==> config.mk <==
export PLATFORM = sky130hd
export DESIGN_NAME = lru_key_value_cache
export DESIGN_NICKNAME = d
export VERILOG_FILES = /design/src/lkv_pkg.sv /design/src/lkv_cell.sv /design/src/lru_key_value_cache.sv
export SDC_FILE = /design/constraint.sdc
export NUM_CORES = 2
export LEC_CHECK = 0
export ABC_AREA = 1
export BUFFER_PORTS_ARGS = -buffer_cell sky130_fd_sc_hd__clkbuf_2
export CAP_MARGIN = 10
export CORE_ASPECT_RATIO = 1.2
export CORE_UTILIZATION = 40
export CTS_BUF_LIST = sky130_fd_sc_hd__clkbuf_8
export CTS_CLUSTER_DIAMETER = 150
export DETAILED_ROUTE_END_ITERATION = 12
export SLEW_MARGIN = 0
export SYNTH_ARGS = -nofsm -noshare
export SYNTH_HDL_FRONTEND = slang
export SYNTH_SLANG_ARGS = --single-unit
export TNS_END_PERCENT = 100
==> constraint.sdc <==
create_clock -name clk -period 12.3 [get_ports clk]
set_clock_uncertainty 0.05 [all_clocks]
set_input_delay 0.615 -clock clk [delete_from_list [all_inputs] [get_ports clk]]
set_output_delay 0.615 -clock clk [all_outputs]
set_load 0.02 [all_outputs]
==> src/lkv_pkg.sv <==
package lkv_pkg;

	// Request codes carried on req_type.
	localparam logic [1:0] REQ_INSERT = 2'd0;
	localparam logic [1:0] REQ_GET    = 2'd1;
	localparam logic [1:0] REQ_REMOVE = 2'd2;

	// Width and reset value of the capacity register.
	localparam int unsigned CFG_W = 5;
	localparam logic [CFG_W-1:0] CAP_RESET = 5'd16;

	typedef enum logic {
		ST_IDLE,
		ST_ACT
	} st_t;

	// Per-cell command for one cycle. Shift takes the neighbor above,
	// load takes the broadcast entry; shift wins nothing, they never meet.
	typedef struct packed {
		logic shift;
		logic load;
	} cell_ctl_t;

endpackage

==> src/lkv_cell.sv <==
module lkv_cell #(
	parameter int KEY_BITS   = 32,
	parameter int VALUE_BITS = 32
) (
	input  logic                  clk,
	input  lkv_pkg::cell_ctl_t    ctl,
	input  logic [KEY_BITS-1:0]   up_key,
	input  logic [VALUE_BITS-1:0] up_value,
	input  logic [KEY_BITS-1:0]   load_key,
	input  logic [VALUE_BITS-1:0] load_value,
	input  logic [KEY_BITS-1:0]   cmp_key,
	output logic [KEY_BITS-1:0]   key,
	output logic [VALUE_BITS-1:0] value,
	output logic                  match
);
	import lkv_pkg::*;

	logic [KEY_BITS-1:0]   key_q;
	logic [VALUE_BITS-1:0] value_q;

	// Unless it holds, the entry either moves one place toward the least recent end or is
	// replaced by the entry that becomes most recent.
	always_ff @(posedge clk) begin
		if (ctl.load) begin
			key_q   <= load_key;
			value_q <= load_value;
		end else if (ctl.shift) begin
			key_q   <= up_key;
			value_q <= up_value;
		end
	end

	assign key   = key_q;
	assign value = value_q;
	assign match = (key_q == cmp_key);

endmodule

==> src/lru_key_value_cache.sv <==
// Channel  | Direction | Handshake            | Payload
// request  | in        | in_valid / in_stall  | req_type, key_in, value_in
// result   | out       | out_valid / out_stall| success, read_value
// config   | in        | cfg_wr_en            | cfg_wr_data (capacity_in_use)
//
// Each request has a lookup cycle at the transfer edge, when every cell compares
// its key with key_in at once, and an update cycle, when cells of the row shift by
// one place or take the entry that becomes most recent.
// Reset clears the fill count, the control state and the result valid flag; the
// cell contents need no reset, since only cells below the fill count are used.
// A stalled result holds the update cycle until the result register drains.
module lru_key_value_cache #(
	parameter int ENTRIES    = 16,
	parameter int KEY_BITS   = 32,
	parameter int VALUE_BITS = 32
) (
	input  logic                          clk,
	input  logic                          arst_n,
	input  logic                          in_valid,
	output logic                          in_stall,
	input  logic [1:0]                    req_type,
	input  logic [KEY_BITS-1:0]           key_in,
	input  logic [VALUE_BITS-1:0]         value_in,
	output logic                          out_valid,
	input  logic                          out_stall,
	output logic                          success,
	output logic [VALUE_BITS-1:0]         read_value,
	input  logic                          cfg_wr_en,
	input  logic [lkv_pkg::CFG_W-1:0]     cfg_wr_data
);
	import lkv_pkg::*;

	// The fill count has to hold ENTRIES itself.
	localparam int FW = $clog2(ENTRIES + 1);

	// Cells are kept in recency order: cell 0 holds the least recently used
	// entry and cell fill_q-1 the most recent one. Cells at or above the fill
	// count hold nothing of meaning.

	st_t state_q, state_d;

	logic [CFG_W-1:0]      cap_q;
	logic [FW-1:0]         cap_eff;
	logic [FW-1:0]         fill_q;
	logic [1:0]            req_q;
	logic [KEY_BITS-1:0]   key_q;
	logic [VALUE_BITS-1:0] value_q;
	logic                  found_q;
	logic [FW-1:0]         pos_q;
	logic [VALUE_BITS-1:0] rd_q;

	logic                  out_valid_q;
	logic                  success_q;
	logic [VALUE_BITS-1:0] read_value_q;

	logic                  in_xfer;
	logic                  act_go;
	logic                  look_ev;
	logic [FW-1:0]         top;

	logic [KEY_BITS-1:0]   cell_key   [ENTRIES];
	logic [VALUE_BITS-1:0] cell_value [ENTRIES];
	logic [ENTRIES-1:0]    cell_match;
	logic [ENTRIES-1:0]    hit;
	cell_ctl_t             cell_ctl   [ENTRIES];

	logic [FW-1:0]         hit_idx;
	logic [VALUE_BITS-1:0] hit_value;
	logic                  found_c;
	logic [FW-1:0]         pos_c;
	logic [VALUE_BITS-1:0] load_value;

	// A capacity of zero behaves as one, and one above ENTRIES as ENTRIES.
	always_comb begin
		if (int'(cap_q) > ENTRIES) begin
			cap_eff = FW'(ENTRIES);
		end else if (cap_q == '0) begin
			cap_eff = FW'(1);
		end else begin
			cap_eff = FW'(cap_q);
		end
	end

	assign in_xfer = in_valid && !in_stall;

	// An insert into a full cache drops the least recent entry in the lookup
	// cycle by shifting the whole row down one place.
	assign look_ev = in_xfer && (req_type == REQ_INSERT) && (fill_q >= cap_eff);
	assign top     = fill_q - FW'(1);

	// Insert refreshes with the new value, get moves the stored value up.
	assign load_value = (req_q == REQ_INSERT) ? value_q : rd_q;

	// State machine: next state.
	always_comb begin
		state_d = state_q;
		case (state_q)
			ST_IDLE: begin
				if (in_valid) begin
					state_d = ST_ACT;
				end
			end
			ST_ACT: begin
				if (!(out_valid_q && out_stall)) begin
					state_d = ST_IDLE;
				end
			end
			default: state_d = ST_IDLE;
		endcase
	end

	// State machine: outputs.
	always_comb begin
		in_stall = 1'b1;
		act_go   = 1'b0;
		case (state_q)
			ST_IDLE: in_stall = 1'b0;
			ST_ACT:  act_go   = !(out_valid_q && out_stall);
			default: in_stall = 1'b1;
		endcase
	end

	genvar g;
	generate
		for (g = 0; g < ENTRIES; g++) begin : g_cell
			localparam logic [FW-1:0] IDX = FW'(g);
			logic [KEY_BITS-1:0]   up_key;
			logic [VALUE_BITS-1:0] up_value;

			if (g == ENTRIES - 1) begin : g_top
				assign up_key   = cell_key[g];
				assign up_value = cell_value[g];
			end else begin : g_mid
				assign up_key   = cell_key[g+1];
				assign up_value = cell_value[g+1];
			end

			assign hit[g] = cell_match[g] && (IDX < fill_q);

			always_comb begin
				cell_ctl[g] = '0;
				if (look_ev) begin
					cell_ctl[g].shift = 1'b1;
				end else if (act_go) begin
					case (req_q)
						REQ_INSERT: begin
							if (found_q) begin
								cell_ctl[g].load  = (IDX == top);
								cell_ctl[g].shift = (IDX >= pos_q) && (IDX < top);
							end else begin
								cell_ctl[g].load  = (IDX == fill_q);
							end
						end
						REQ_GET: begin
							if (found_q) begin
								cell_ctl[g].load  = (IDX == top);
								cell_ctl[g].shift = (IDX >= pos_q) && (IDX < top);
							end
						end
						REQ_REMOVE: begin
							if (found_q) begin
								cell_ctl[g].shift = (IDX >= pos_q);
							end
						end
						default: cell_ctl[g] = '0;
					endcase
				end
			end

			lkv_cell #(
				.KEY_BITS  (KEY_BITS),
				.VALUE_BITS(VALUE_BITS)
			) u_cell (
				.clk       (clk),
				.ctl       (cell_ctl[g]),
				.up_key    (up_key),
				.up_value  (up_value),
				.load_key  (key_q),
				.load_value(load_value),
				.cmp_key   (key_in),
				.key       (cell_key[g]),
				.value     (cell_value[g]),
				.match     (cell_match[g])
			);
		end
	endgenerate

	// Keys are unique in the row, so at most one cell hits and an OR over
	// the cells gives its place and its value.
	always_comb begin
		hit_idx   = '0;
		hit_value = '0;
		for (int i = 0; i < ENTRIES; i++) begin
			if (hit[i]) begin
				hit_idx   = hit_idx | FW'(i);
				hit_value = hit_value | cell_value[i];
			end
		end
	end

	// A hit on the entry being evicted counts as a miss, and every other hit
	// moves down one place with the eviction shift.
	assign found_c = (|hit) && !(look_ev && hit[0]);
	assign pos_c   = look_ev ? (hit_idx - FW'(1)) : hit_idx;

	always_ff @(posedge clk or negedge arst_n) begin
		if (!arst_n) begin
			state_q     <= ST_IDLE;
			cap_q       <= CAP_RESET;
			fill_q      <= '0;
			out_valid_q <= 1'b0;
		end else begin
			state_q <= state_d;
			if (cfg_wr_en) begin
				cap_q <= cfg_wr_data;
			end
			if (look_ev) begin
				fill_q <= fill_q - FW'(1);
			end else if (act_go) begin
				if (req_q == REQ_INSERT && !found_q) begin
					fill_q <= fill_q + FW'(1);
				end else if (req_q == REQ_REMOVE && found_q) begin
					fill_q <= fill_q - FW'(1);
				end
			end
			if (act_go) begin
				out_valid_q <= 1'b1;
			end else if (!out_stall) begin
				out_valid_q <= 1'b0;
			end
		end
	end

	always_ff @(posedge clk) begin
		if (in_xfer) begin
			req_q   <= req_type;
			key_q   <= key_in;
			value_q <= value_in;
			found_q <= found_c;
			pos_q   <= pos_c;
			rd_q    <= hit_value;
		end
		if (act_go) begin
			success_q    <= (req_q == REQ_INSERT) ||
				((req_q == REQ_GET || req_q == REQ_REMOVE) && found_q);
			read_value_q <= (req_q == REQ_GET && found_q) ? rd_q : '0;
		end
	end

	assign out_valid  = out_valid_q;
	assign success    = success_q;
	assign read_value = read_value_q;

	// The row never holds more entries than it has cells.
	a_fill_bound: assert property (@(posedge clk) disable iff (!arst_n)
		fill_q <= FW'(ENTRIES))
		else $error("fill count above the number of cells");

	// Every transfer is followed by its update cycle.
	a_xfer_act: assert property (@(posedge clk) disable iff (!arst_n)
		in_xfer |=> state_q == ST_ACT)
		else $error("transfer not followed by the update cycle");

	// A result appears only out of an update cycle.
	a_out_src: assert property (@(posedge clk) disable iff (!arst_n)
		$rose(out_valid_q) |-> $past(state_q == ST_ACT))
		else $error("result without an update cycle");

	// An insert always completes.
	a_ins_ok: assert property (@(posedge clk) disable iff (!arst_n)
		act_go && req_q == REQ_INSERT |=> success_q)
		else $error("insert reported as failed");

	// An eviction takes exactly one entry out of the row.
	a_evict: assert property (@(posedge clk) disable iff (!arst_n)
		look_ev |=> fill_q == $past(fill_q) - FW'(1))
		else $error("eviction did not lower the fill count by one");

endmodule

# Word-level counts from Yosys, hierarchy flattened

Cells that the tools add are included.

Input bits: 76
Output and inout bits: 35
Bits in registers: 1173
Logic and storage cells: 479

Bitwise gates (word level): 16
Magnitude comparators: 50
Multiplexer cells: 246
Equality and inequality tests: 49
Reductions and logical operators: 71
Add/subtract/negate cells: 3

Operators with widths:

| kind                 | number |
|---|---|
| $mux W32             | 77 |
| $eq A32 B32 Y1       | 16 |
| $or A32 B32 Y32      | 15 |
| $mux W1              | 85 |
| $eq A4 B5 Y1 const A | 16 |
| $lt A4 B5 Y1 const A | 16 |
| $mux W2              | 33 |
| $pmux W1 S3          | 15 |
| $logic_and A1 B1 Y1  | 42 |
| $eq A3 B5 Y1 const A | 8 |
| $ge A4 B5 Y1 const A | 8 |
| $lt A3 B5 Y1 const A | 8 |
| $mux W5              | 7 |
| $pmux W1 S2          | 17 |
| $mux W4              | 8 |
| $reduce_bool A2 Y1   | 16 |
| $eq A2 B5 Y1 const A | 4 |
| $ge A3 B5 Y1 const A | 4 |
| $lt A1 B5 Y1 const A | 4 |
| $lt A2 B5 Y1 const A | 4 |
| $reduce_or A16 Y1    | 1 |
| $logic_not A5 Y1     | 3 |
| $mux W3              | 4 |
| $eq A1 B5 Y1 const A | 2 |
| 15 further kinds     | 22 |

# Longest topological paths before layout

Word-level depth: 33
Gate-level depth with buffers: 19
Depth with buffers taken out: 17

# Modules after synthesis

Synthesis repeated with hierarchy kept, for this count alone.

Cell total of the unflattened synthesis: 8508
Area total of the unflattened synthesis: 64685.8 µm²

Modules (own cells, without submodules):

| module              | times used | area an instance (µm²) | cells each |
|---|---|---|---|
| lkv_cell            | 16         | 3378.2                 | 439 |
| lru_key_value_cache | 1          | 10633.9                | 1484 |

# Least setup slack after synthesis

Ideal clock, no wire load.

Path type: register -> register
From: register fill_q[0]
To: register g_cell[9].u_cell.key_q[0] (enable)
Period minus slack after synthesis: 9.793 ns
Path slack: 2.507 ns
Stages on the path, launching flop included: 11
Data arrival time: 9.037 ns
Path through: dfrtp_1 buf_4 inv_2 buf_2 ha_1 inv_1 o21ai_4 inv_2 o211ai_1 a21oi_1 o311ai_0

Cells in the longest elaborated chain, start to end: 8
Elaborated cells between the ends (all ways): 16

RTL lines:

| element                                   | RTL line                                               | text |
|---|---|---|
| start: declaration                        | lru_key_value_cache.sv:44                              | `logic [FW-1:0] fill_q;` |
| start signal: assignment                  | lru_key_value_cache.sv:218                             | `fill_q <= fill_q - FW'(1);` |
| start signal: assignment                  | lru_key_value_cache.sv:221                             | `fill_q <= fill_q + FW'(1);` |
| start signal: assignment                  | lru_key_value_cache.sv:223                             | `fill_q <= fill_q - FW'(1);` |
| $sub A5 B1 Y5                             | lru_key_value_cache.sv:89                              | `assign top = fill_q - FW'(1);` |
| $lt A4 B5 Y1                              | lru_key_value_cache.sv:149, lru_key_value_cache.sv:157 |  |
| $logic_and A1 B1 Y1                       | lru_key_value_cache.sv:149, lru_key_value_cache.sv:157 |  |
| $mux W2 / $mux W1 (equally long branches) | lru_key_value_cache.sv:155, lru_key_value_cache.sv:147 |  |
| $pmux W1 S3                               | lru_key_value_cache.sv:145                             | `case (req_q)` |
| $mux W2                                   | lru_key_value_cache.sv:144                             | `end else if (act_go) begin` |
| $mux W1                                   | lru_key_value_cache.sv:142                             | `if (look_ev) begin` |
| $reduce_bool A2 Y1 (no source line) *     | -                                                      |  |
| end signal: assignment                    | lkv_cell.sv:25                                         | `key_q <= load_key;` |
| end signal: assignment                    | lkv_cell.sv:28                                         | `key_q <= up_key;` |
| end: declaration                          | lkv_cell.sv:18                                         | `logic [KEY_BITS-1:0] key_q;` |

Mark *: on every way between the ends. The rest lies on a longest branch, timed or not.
A chain may end at the register's enable or synchronous reset.

# Final worst setup path

From: register fill_q[0]
To: register g_cell[8].u_cell.value_q[18] (enable)

Cells in the longest elaborated chain, start to end: 8
Elaborated cells between the ends (all ways): 16

RTL lines:

| element                                   | RTL line                                               | text |
|---|---|---|
| $sub A5 B1 Y5                             | lru_key_value_cache.sv:89                              |  |
| $lt A4 B5 Y1                              | lru_key_value_cache.sv:149, lru_key_value_cache.sv:157 |  |
| $logic_and A1 B1 Y1                       | lru_key_value_cache.sv:149, lru_key_value_cache.sv:157 |  |
| $mux W2 / $mux W1 (equally long branches) | lru_key_value_cache.sv:155, lru_key_value_cache.sv:147 |  |
| $pmux W1 S3                               | lru_key_value_cache.sv:145                             |  |
| $mux W2                                   | lru_key_value_cache.sv:144                             |  |
| $mux W1                                   | lru_key_value_cache.sv:142                             |  |
| $reduce_bool A2 Y1 (no source line) *     | -                                                      |  |
| end signal: assignment                    | lkv_cell.sv:26                                         | `value_q <= load_value;` |
| end signal: assignment                    | lkv_cell.sv:29                                         | `value_q <= up_value;` |
| end: declaration                          | lkv_cell.sv:19                                         | `logic [VALUE_BITS-1:0] value_q;` |

Marks and branches as above.

==> results.py <==
metrics = {
    "timing": {
        "worstMarginPinSlew_ps": 1340,
        "hold_viol_final": 0,
        "fin_crit_ps": 4970,
        "setup-tns-final_ps": 0,
        "max_freq_mhz": 201,
        "layout_setup_ws_ps": 7330,
        "slew_viol_final": 0,
        "setup_viol": 0,
        "max-slew-margin-rel": 0.0991,
        "rsz0062_at_grt": "false",
        "fin_crit_sh": 0.404,
    },
    "clock_network": {
        "post_cts_buffers": 0,
        "cts_resized": 0,
        "h-tree-depth": 4,
        "cts.reportedPaths.clkPinSlew_ps": 60,
        "cts_tree": "built",
        "cts_buffers": 197,
        "cts-root-buf": "clkbuf_8",
        "clockBufferDepth": 3,
        "clk_latency_ps": 1020,
        "cts_sinks": 1173,
    },
    "setup_path": {
        "crit_start": "fill_q[0]",
        "worstPathRequired_ps": 12820,
        "critPathArrivalTime_ps": 5480,
        "r2r-end": "g_cell[8].u_cell.value[18]",
        "crit_end": "g_cell[8].u_cell.value[18]",
        "cp_max_fo": 76,
        "rr_worst_depth": 12,
        "r2r-start": "fill_q[0]",
        "crit_type": "register to register",
        "worst_setup_path_start_kind": "register",
        "rrSetupSlack_ps": 7330,
        "end_kind": "register",
    },
    "floorplanning": {
        "fp-row-count": 155,
        "die_h_um": 426,
        "start_util": 0.403,
        "die_x_um": 355,
        "die-area_sq_um": 151000,
        "coreArea_sq_um": 149000,
        "ios": 111,
    },
    "layout": {
        "area_delta_synth_final_pct": 10.1,
        "fin_nets": 6673,
        "multi_input_area_sq_um": 20900,
        "regArea_sq_um": 35200,
        "drive_gt1_frac": 0.0807,
        "fill_cells": 14700,
    },
    "route": {
        "via_count": 51400,
        "drc": 0,
        "ant_nets": 0,
        "vias_per_cell": 5.90,
        "drtIter0Drc": 7273,
        "drt_wl_total_um": 269000,
        "drt_pass1_iterations": 6,
        "post_drt_wl_per_cell_um": 30.9,
    },
    "yosys": {
        "seq_area_frac_synth": 0.588,
        "yosysWarningCount": 0,
        "yosys.area_share.simple": 0.205,
        "synth_top_family_by_area": "simple AND/OR/NAND/NOR gates",
        "synth.distinct_cells": 52,
        "synthMuxAreaShare": 0,
        "ys_ff_latch": 1173,
        "synth_area_sq_um": 59800,
        "synth-main-ff-cell": "edfxtp_1",
        "synth_fp_nets": 6660,
        "syn_avg_cell_area_sq_um": 9.11,
        "ys_async_sr_fraction": 0.0102,
        "synth_adder_area_share": 0.00335,
        "synth_edf_count": 1161,
        "synth_xor_area_frac": 0.0315,
        "netlist_instances": 6568,
        "synth_compound_area_frac": 0.102,
    },
    "global_route": {
        "grt_usage": 0.351,
        "grt_max_degree": 129,
        "grt_pass1_vias": 48600,
        "antenna_found_initial": 5,
        "grt_pass1_wl_um": 370000,
        "grt-ovfl-total": 0,
    },
    "pwr": {
        "p_comb_frac": 0.205,
        "power_frac_clock": 0.307,
        "p_switching_mw": 3.99,
        "p_int_mw": 7.17,
        "ir_drop_v": 0.000149,
        "pwr-share-seq": 0.489,
        "p_leak_nw": 27.0,
        "power.density_nw_per_um2": 169,
        "swShare": 0.357,
    },
    "placed_design": {
        "preCtsSetupSlack_ps": 7310,
        "port_buffers": 110,
        "place.gp.congestion": 1.07,
        "dp_hpwl_um": 174000,
    },
    "status": {
        "status": "complete, no violations",
    },
    "run": {
        "maxCapViolations": 0,
    },
    "min_path": {
        "hold_path.class": "input port to asynchronous set/reset pin",
    },
}
-- timing repair --
item                                   in CTS  in global routing
hold buffers                               54                  0
setup endpoints to repair                   0                  0
endpoints found under the hold margin      54                  0
-- sequential cells by signal, summed over array words and instances (netlist names) --
signal and count:
cap_q 5, fill_q 5, found_q 1, g_cell.u_cell.key 512, g_cell.u_cell.value 512, key_q 32
out_valid 1, pos_q 5, rd_q 32, read_value 32, req_q 2, state_q 1
success 1, value_q 32
-- through the flow --
step	power, mW	util	hold WS, ps	cells	instance area [sq um]
6_report	11.2	0.443	92.6	8709	65900
5_1_grt	11.5	0.443	56.1	8707	65900
4_1_cts	11.1	0.443	1.50	8706	65900
3_5_place_dp	7.73	0.415	382	8290	61700
3_3_place_gp	7.71	0.415	379	8290	61700
2_1_floorplan	6.67	-	269	6568	59800
-- synthesized netlist by cell type, types with 13 or more instances --
| library cell | number | area share |
|---|---|---|
| edfxtp_1 | 1161 | 0.58 |
| o21ai_1 | 599 | 0.050 |
| ha_1 | 16 | 0.0033 |
| xnor2_1 | 175 | 0.026 |
| inv_1 | 512 | 0.032 |
| clkbuf_1 | 143 | 0.0090 |
| nand2_1 | 2268 | 0.14 |
| buf_4 | 33 | 0.0041 |
| buf_2 | 240 | 0.020 |
| o21ai_0 | 499 | 0.042 |
| o22ai_1 | 39 | 0.0041 |
| xor2_1 | 37 | 0.0054 |
| nor2_1 | 328 | 0.021 |
| nor3_1 | 13 | 0.0011 |
| inv_2 | 26 | 0.0016 |
| nand4_1 | 255 | 0.027 |
| nand3_1 | 104 | 0.0087 |
-- metal layers --
layer / track usage / wire (um) / vias to the layer above / part of all wire
met1: 0.406 / 92600 / 24900 / 0.34
met2: 0.557 / 123000 / 3447 / 0.46
met5: 0 / 13 / - / 0.000048
met3: 0.0611 / 24900 / 956 / 0.093
met4: 0.318 / 28900 / 2 / 0.11
li1: - / - / 22100 / -
-- worst min-delay path by stage --
stage	start	endpoint	slack [ps]	depth (start not counted)
2_1_floorplan	arst_n	cap_q[0]	270	0
3_3_place_gp	key_q[0]	g_cell[15].u_cell.key[0]	380	0
3_5_place_dp	key_q[21]	g_cell[15].u_cell.key[21]	380	0
4_1_cts	arst_n	cap_q[4]	2	2
5_1_grt	key_in[11]	key_q[11]	60	2
6_report	arst_n	cap_q[4]	90	2
-- worst max-delay path, cell delays in order (launching register included) --
cell	delay [ps]
dfrtp_1	700
inv_2	290
ha_1	310
inv_1	130
nand2_1	80
nand2_2	130
inv_2	100
nor2_1	200
nand2_1	150
o22ai_1	220
nand2_4	570
nand3_4	580
buf_4	960
-- layout make-up --
| cell class | instances | area share |
|---|---|---|
| repair buffers | 248 | 0.0263 |
| diodes | 3 | 0.000114 |
| clock inverters | 164 | 0.0138 |
| multi-input cells | 4421 | 0.317 |
| well taps | 1962 | 0.0373 |
| inverters | 540 | 0.0308 |
| clock buffers | 198 | 0.0414 |
| flip-flops and latches | 1173 | 0.534 |
-- power by group through the flow --
stage,sequential [mW],combinational (mW),clock (mW)
2_1_floorplan,5.42,1.24,0
3_3_place_gp,5.51,2.20,0
3_5_place_dp,5.52,2.22,0
4_1_cts,5.44,2.24,3.43
5_1_grt,5.48,2.40,3.59
6_report,5.45,2.28,3.42
-- cell families after synthesis --
logic type      Yosys count
simple gates           3009
compound gates         1183
flops                  1173
buf+inv                 974
xor+xnor                213
fa+ha+maj                16
-- cell usage in the layout (no fill, tap or decap), types with 27 or more instances in the layout --
cell and count:
inv_2 27, clkbuf_2 110, o21ai_1 599, clkbuf_8 198, clkinv_1 63, clkinv_2 31, inv_1 565, nand2_1 2253
nand4_1 255, xnor2_1 175, o21ai_0 499, buf_4 83, xor2_1 37, nor2_1 324, nand3_1 91, dlygate4sd3_1 54
edfxtp_1 1161, o22ai_1 39
No activity file was read; power rests on OpenSTA's default activity.
